--- src/rtl/core/hsv_hue_transfer_core_assert.svh ---
// Assertion helpers
`ifndef HSV_HUE_TRANSFER_CORE_ASSERT_SVH
`define HSV_HUE_TRANSFER_CORE_ASSERT_SVH

`define HHT_ASSERT_SAME(label, ante, cons) \
  label: assert property (@(posedge clk) disable iff (rst) (ante) |-> (cons)) \
    else $error("assertion failed");

`define HHT_ASSERT_NEXT(label, ante, cons) \
  label: assert property (@(posedge clk) disable iff (rst) (ante) |=> (cons)) \
    else $error("assertion failed");

`endif

--- src/rtl/core/hht_pkg.sv ---
package hht_pkg;

  typedef struct packed {
    logic [7:0] base_red;
    logic [7:0] base_green;
    logic [7:0] base_blue;
    logic [7:0] hue_red;
    logic [7:0] hue_green;
    logic [7:0] hue_blue;
  } in_t;

  typedef struct packed {
    logic [7:0] out_red;
    logic [7:0] out_green;
    logic [7:0] out_blue;
  } out_t;

  localparam int RECIP_SHIFT = 21;
  localparam int RECIP_W = RECIP_SHIFT + 1;
  localparam int HUE_FULL2 = 3072;
  localparam int BLEND_DEN2 = 520200;
  localparam int BLEND_SHIFT = 28;
  localparam int BLEND_RECIP = (2 ** BLEND_SHIFT + BLEND_DEN2 - 1) / BLEND_DEN2;
  localparam int STAGES = 7;

  typedef logic [RECIP_W-1:0] recip_tab_t [256];

  // ceil(2^RECIP_SHIFT / d) by shift-subtract, elaboration only
  function automatic recip_tab_t build_recip();
    recip_tab_t tab;
    logic [RECIP_W:0] num;
    logic [RECIP_W:0] q;
    logic [9:0] rem;
    tab[0] = '0;
    for (int dv = 1; dv < 256; dv++) begin
      num = (RECIP_W+1)'(2 ** RECIP_SHIFT + dv - 1);
      q = '0;
      rem = '0;
      for (int i = RECIP_W; i >= 0; i--) begin
        rem = {rem[8:0], num[i]};
        if (rem >= 10'(dv)) begin
          rem = rem - 10'(dv);
          q[i] = 1'b1;
        end
      end
      tab[dv] = q[RECIP_W-1:0];
    end
    return tab;
  endfunction

  localparam recip_tab_t RECIP = build_recip();

endpackage

--- src/rtl/core/hht_blend.sv ---
module hht_blend (
  input  logic          clk,
  input  logic [3:0]    en,
  input  logic [11:0]   h2,
  input  logic [8:0]    s2,
  input  logic [7:0]    vmax,
  output hht_pkg::out_t res
);

  // stage D: sector bases and blend weight
  logic [9:0]  cb_c [3];
  logic [18:0] t_d [3];
  logic [7:0]  v_d;
  logic [9:0]  ws_c;

  always_comb begin
    ws_c = 10'd510 - 10'(s2);
    if (h2 < 12'd512) begin
      cb_c[0] = 10'd510; cb_c[1] = h2[9:0]; cb_c[2] = 10'd0;
    end else if (h2 < 12'd1024) begin
      cb_c[0] = 10'(12'd1024 - h2); cb_c[1] = 10'd510; cb_c[2] = 10'd0;
    end else if (h2 < 12'd1536) begin
      cb_c[0] = 10'd0; cb_c[1] = 10'd510; cb_c[2] = 10'(h2 - 12'd1024);
    end else if (h2 < 12'd2048) begin
      cb_c[0] = 10'd0; cb_c[1] = 10'(12'd2048 - h2); cb_c[2] = 10'd510;
    end else if (h2 < 12'd2560) begin
      cb_c[0] = 10'(h2 - 12'd2048); cb_c[1] = 10'd0; cb_c[2] = 10'd510;
    end else begin
      cb_c[0] = 10'd510; cb_c[1] = 10'd0; cb_c[2] = 10'(12'd3072 - h2);
    end
  end

  always_ff @(posedge clk) begin
    if (en[0]) begin
      for (int k = 0; k < 3; k++)
        t_d[k] <= 19'($signed({11'b0, cb_c[k]}) * 21'sd510
                    + ($signed(11'd510) - $signed({1'b0, cb_c[k]}))
                      * $signed({1'b0, ws_c}));
      v_d <= vmax;
    end
  end

  // stage E: scale by value
  logic [27:0] m_e [3];

  always_ff @(posedge clk) begin
    if (en[1]) begin
      for (int k = 0; k < 3; k++)
        m_e[k] <= 28'(t_d[k]) * 28'(v_d) * 28'd2 + 28'd260100;
    end
  end

  // stage F: reciprocal multiply
  logic [37:0] p_f [3];
  logic [27:0] m_f [3];

  always_ff @(posedge clk) begin
    if (en[2]) begin
      for (int k = 0; k < 3; k++) begin
        p_f[k] <= 38'(m_e[k]) * 38'(hht_pkg::BLEND_RECIP);
        m_f[k] <= m_e[k];
      end
    end
  end

  // stage G: correction and saturation
  logic [9:0] q_c [3];
  logic [9:0] r_c [3];
  logic [7:0] o_c [3];

  always_comb begin
    for (int k = 0; k < 3; k++) begin
      q_c[k] = p_f[k][hht_pkg::BLEND_SHIFT +: 10];
      r_c[k] = ((30'(q_c[k]) * 30'(hht_pkg::BLEND_DEN2)) > 30'(m_f[k]))
             ? q_c[k] - 10'd1 : q_c[k];
      o_c[k] = (r_c[k] > 10'd255) ? 8'd255 : r_c[k][7:0];
    end
  end

  always_ff @(posedge clk) begin
    if (en[3]) begin
      res.out_red   <= o_c[0];
      res.out_green <= o_c[1];
      res.out_blue  <= o_c[2];
    end
  end

endmodule

--- config.mk ---
export PLATFORM = sky130hd
export DESIGN_NAME = hht_blend
export DESIGN_NICKNAME = d
export VERILOG_FILES = /design/src/rtl/core/hsv_hue_transfer_core_assert.svh /design/src/rtl/core/hht_pkg.sv /design/src/rtl/core/hht_blend.sv
export SDC_FILE = /design/constraint.sdc
export NUM_CORES = 2
export LEC_CHECK = 0
export BUFFER_PORTS_ARGS = -buffer_cell sky130_fd_sc_hd__clkbuf_2
export CAP_MARGIN = 30
export CORE_ASPECT_RATIO = 2
export CORE_MARGIN = 3
export CORE_UTILIZATION = 25
export DETAILED_ROUTE_END_ITERATION = 10
export HOLD_SLACK_MARGIN = 0.03
export PLACE_DENSITY = 0.34
export SYNTH_ARGS = -nofsm -noshare
export SYNTH_HDL_FRONTEND = slang
export SYNTH_SLANG_ARGS = --single-unit
--- constraint.sdc ---
create_clock -name clk -period 19.75 [get_ports clk]
set_input_delay 1.975 -clock clk [delete_from_list [all_inputs] [get_ports clk]]
set_output_delay 1.975 -clock clk [all_outputs]
set_load 0.01 [all_outputs]
==> flow_summary_export.csv <==
group,metric,value,unit
run_status,outcome,"finished, final reports clean",
worst_setup_path,crit_type,"input port to register",
routing,post-route-drc-count,0,
synthesis,yosys_warnings,0,
global_route,grt_start_max_net_pins,60,
sta,layout_setup_ws,8.630,ns
placed_design,dp_hpwl,136600,um
routing,wl_per_cell,17.17,um
synthesis,synth_most_common_cell,"inv_1",
global_route,grt_pass1_vias,45630,
synthesis,synth_edf_count,281,
routing,route.vias.total,39920,
clock_network,cts_buffer_depth,3,
clock_network,ctsRootBufferMaster,"clkbuf_16",
worst_setup_path,reg2reg_to,"res[16]",
synthesis,syn_avg_cell_area,9.516,um^2
sta,min_period_over_period,56.30,%
sta,finalSetupViolCount,0,
clock_network,cts_tree,"done",
floorplanning,core-area,0.2305,mm^2
synthesis,ys_async_sr_fraction,0,%
floorplanning,die_h,688.1,um
routing,firstDrtPassIters,5,
worst_setup_path,cp.arrival,11.48,ns
sta,slew_headroom,33.93,%
sta,fmax,89.93,MHz
synthesis,ys_seq_elements,281,
worst_setup_path,critical_path_required,20.11,ns
clock_network,clk_pin_slew,0.07,ns
routing,wl,157900,um
worst_setup_path,cp-end-kind,"register",
global_route,gr-total-overflow,0,
routing,viasPerCell,4.341,
placed_design,gp_congestion,0.7880,
global_route,grt_pass1_wl,252700,um
clock_network,postCtsHoldBufs,0,
floorplanning,die_area,0.2388,mm^2
sta,whs,0.5123,ns
clock_network,clkLatencyLatePin,0.60,ns
synthesis,dominantRegCellSynth,"edfxtp_1",
synthesis,ys_seq_area_share,14.51,%
worst_setup_path,crit_path_end,"t_d[0][18]",
synthesis,synthCells,6112,
final_layout,syn_to_final_growth,9.469,%
worst_setup_path,ff2ff_setup_slack,11.04,ns
clock_network,post-cts-setup-buffers,0,
clock_network,cts_sinks,281,
placed_design,io_buffers,57,
sta,min_period,11.12,ns
floorplanning,die_w,347.1,um
final_layout,drive_gt1_share,3.898,%
worst_setup_path,startpoint_type,"input port",
worst_setup_path,cp_max_fo,41,
sta,rsz0062_at_grt,"false",
run,max_cap_viol_count,0,
floorplanning,start_util,25.23,%
routing,first_iter_violations,966,
sta,finalMaxSlewViolations,0,
hold_path,hp-class,"register to register",
synthesis,ys_top_cells_by_count,"inv_1 (1413), ha_1 (919), fa_1 (880), nand2_1 (525), nor2_1 (310)",
worst_setup_path,critical_path.max_stage_delay,0.69,ns
synthesis,synth_top_area_cell,"fa_1",
final_layout,fin_nets,7985,
floorplanning,rows,249,
worst_setup_path,reg2regPathDepth,26,
floorplanning,io_pins,58,
sta,final_hold_viol_count,0,
clock_network,cts_resized,0,
worst_setup_path,critPathLaunch,"h2[11]",
clock_network,cts_buffers,38,
synthesis,syn_nets,7945,
sta,finalSetupTns,0,ns
global_route,antenna_found_initial,4,
synthesis,synth_cell_types,100,
synthesis,syn_area,0.05816,mm^2
synthesis,synth_area_leaders,"fa_1 (30%), ha_1 (20%), edfxtp_1 (15%)",
placed_design,place_ws,7.892,ns
worst_setup_path,reg2reg_from,"p_f[0][31]",
worst_setup_path,critPathSlowestCell,"o22ai_1",
synthesis,synthDominantCellAreaShare,30.29,%
clock_network,cts_max_level,2,
sta,skew,0.03360,ns
routing,detail-route-antenna-nets,0,
global_route,grt_usage,13.54,%
final_layout,fillers,24630,
sta,worst_pin_slew,0.9839,ns
## cell type report
| cell class | count | area, um^2 | share of cell area, % |
|---|---|---|---|
| clock inverter | 29 | 387.9 | 0.6092 |
| tap | 3012 | 3769 | 5.919 |
| multi-input combinational | 4309 | 44120 | 69.29 |
| timing repair buffer | 105 | 653.1 | 1.026 |
| inverter | 1417 | 5319 | 8.353 |
| antenna | 1 | 2.502 | 0.003930 |
| sequential | 281 | 8438 | 13.25 |
| clock buffer | 41 | 983.4 | 1.545 |
## worst max-delay path: cells and delay by family
family / cells / cell delay, ns
AOI/OAI and AO/OA: 7 / 2.08
xor gates and xnor gates: 9 / 1.47
adders and majority gates: 9 / 4.20
buffers and inverters: 8 / 1.19
and+or+nand+nor: 1 / 0.54
## how the worst min path moves through the flow
stage	cells past startpoint	end	startpoint	slack (ns)
6_report	0	p_f[0][40]	m_e[0][30]	0.51
5_1_grt	0	p_f[0][77]	m_e[0][57]	0.55
4_1_cts	0	p_f[0][40]	m_e[0][30]	0.53
3_5_place_dp	0	p_f[0][40]	m_e[0][30]	0.51
3_3_place_gp	0	p_f[0][40]	m_e[0][30]	0.51
2_1_floorplan	0	m_f[0][27]	m_e[0][27]	0.45
## stage by stage
stage | instances | area, um^2 | utilization (%)
6_report | 9195 | 63670 | 27.62
5_1_grt | 9195 | 63670 | 27.62
2_1_floorplan | 6112 | 58160 | -
3_5_place_dp | 9124 | 62300 | 27.02
4_1_cts | 9194 | 63670 | 27.62
3_3_place_gp | 9118 | 62250 | 27.00
## routing by layer
metal / global-route usage [%] / part of all wire (%) / vias to the layer above
li1: - / - / 19430
met1: 12.98 / 34 / 20030
met2: 29.86 / 61 / 315
met3: 0.6635 / 1.3 / 144
met4: 3.795 / 2.8 / 0
met5: 0 / 0 / -
## registers in the layout (all words and copies together), names as in the netlist
signal,cells
v_d,8
p_f,36
t_d,57
res,24
m_e,81
m_f,75
## layout by cell type, fill, tap and decap left out, types with 51 or more instances in the layout
master / count
inv_1: 1413
ha_1: 919
fa_1: 880
nand2_1: 525
nor2_1: 310
edfxtp_1: 281
xnor2_1: 264
and2_1: 210
a21oi_1: 190
o21ai_0: 124
xor2_1: 116
a21o_1: 88
nor3_1: 68
nand3_1: 64
clkbuf_2: 54
buf_4: 51
## logic make-up (layout without fill, tap and decap cells)
logic type               Yosys count  count (layout)  share of synthesized area [%]
adder cells (fa/ha/maj)         1799            1799                          50.06
multiplexers                       8               8                         0.1398
AND/OR/NAND/NOR                 1408            1408                          11.50
other                              0               1                              0
flip-flops                       281             281                          14.51
buffers and inverters           1522            1592                          9.833
XOR/XNOR                         396             396                          6.047
AO/OA/AOI/OAI                    698             698                          7.918
Power is not shown: default switching activity piles up to over one toggle a cycle in this logic, so the estimate is an artifact.
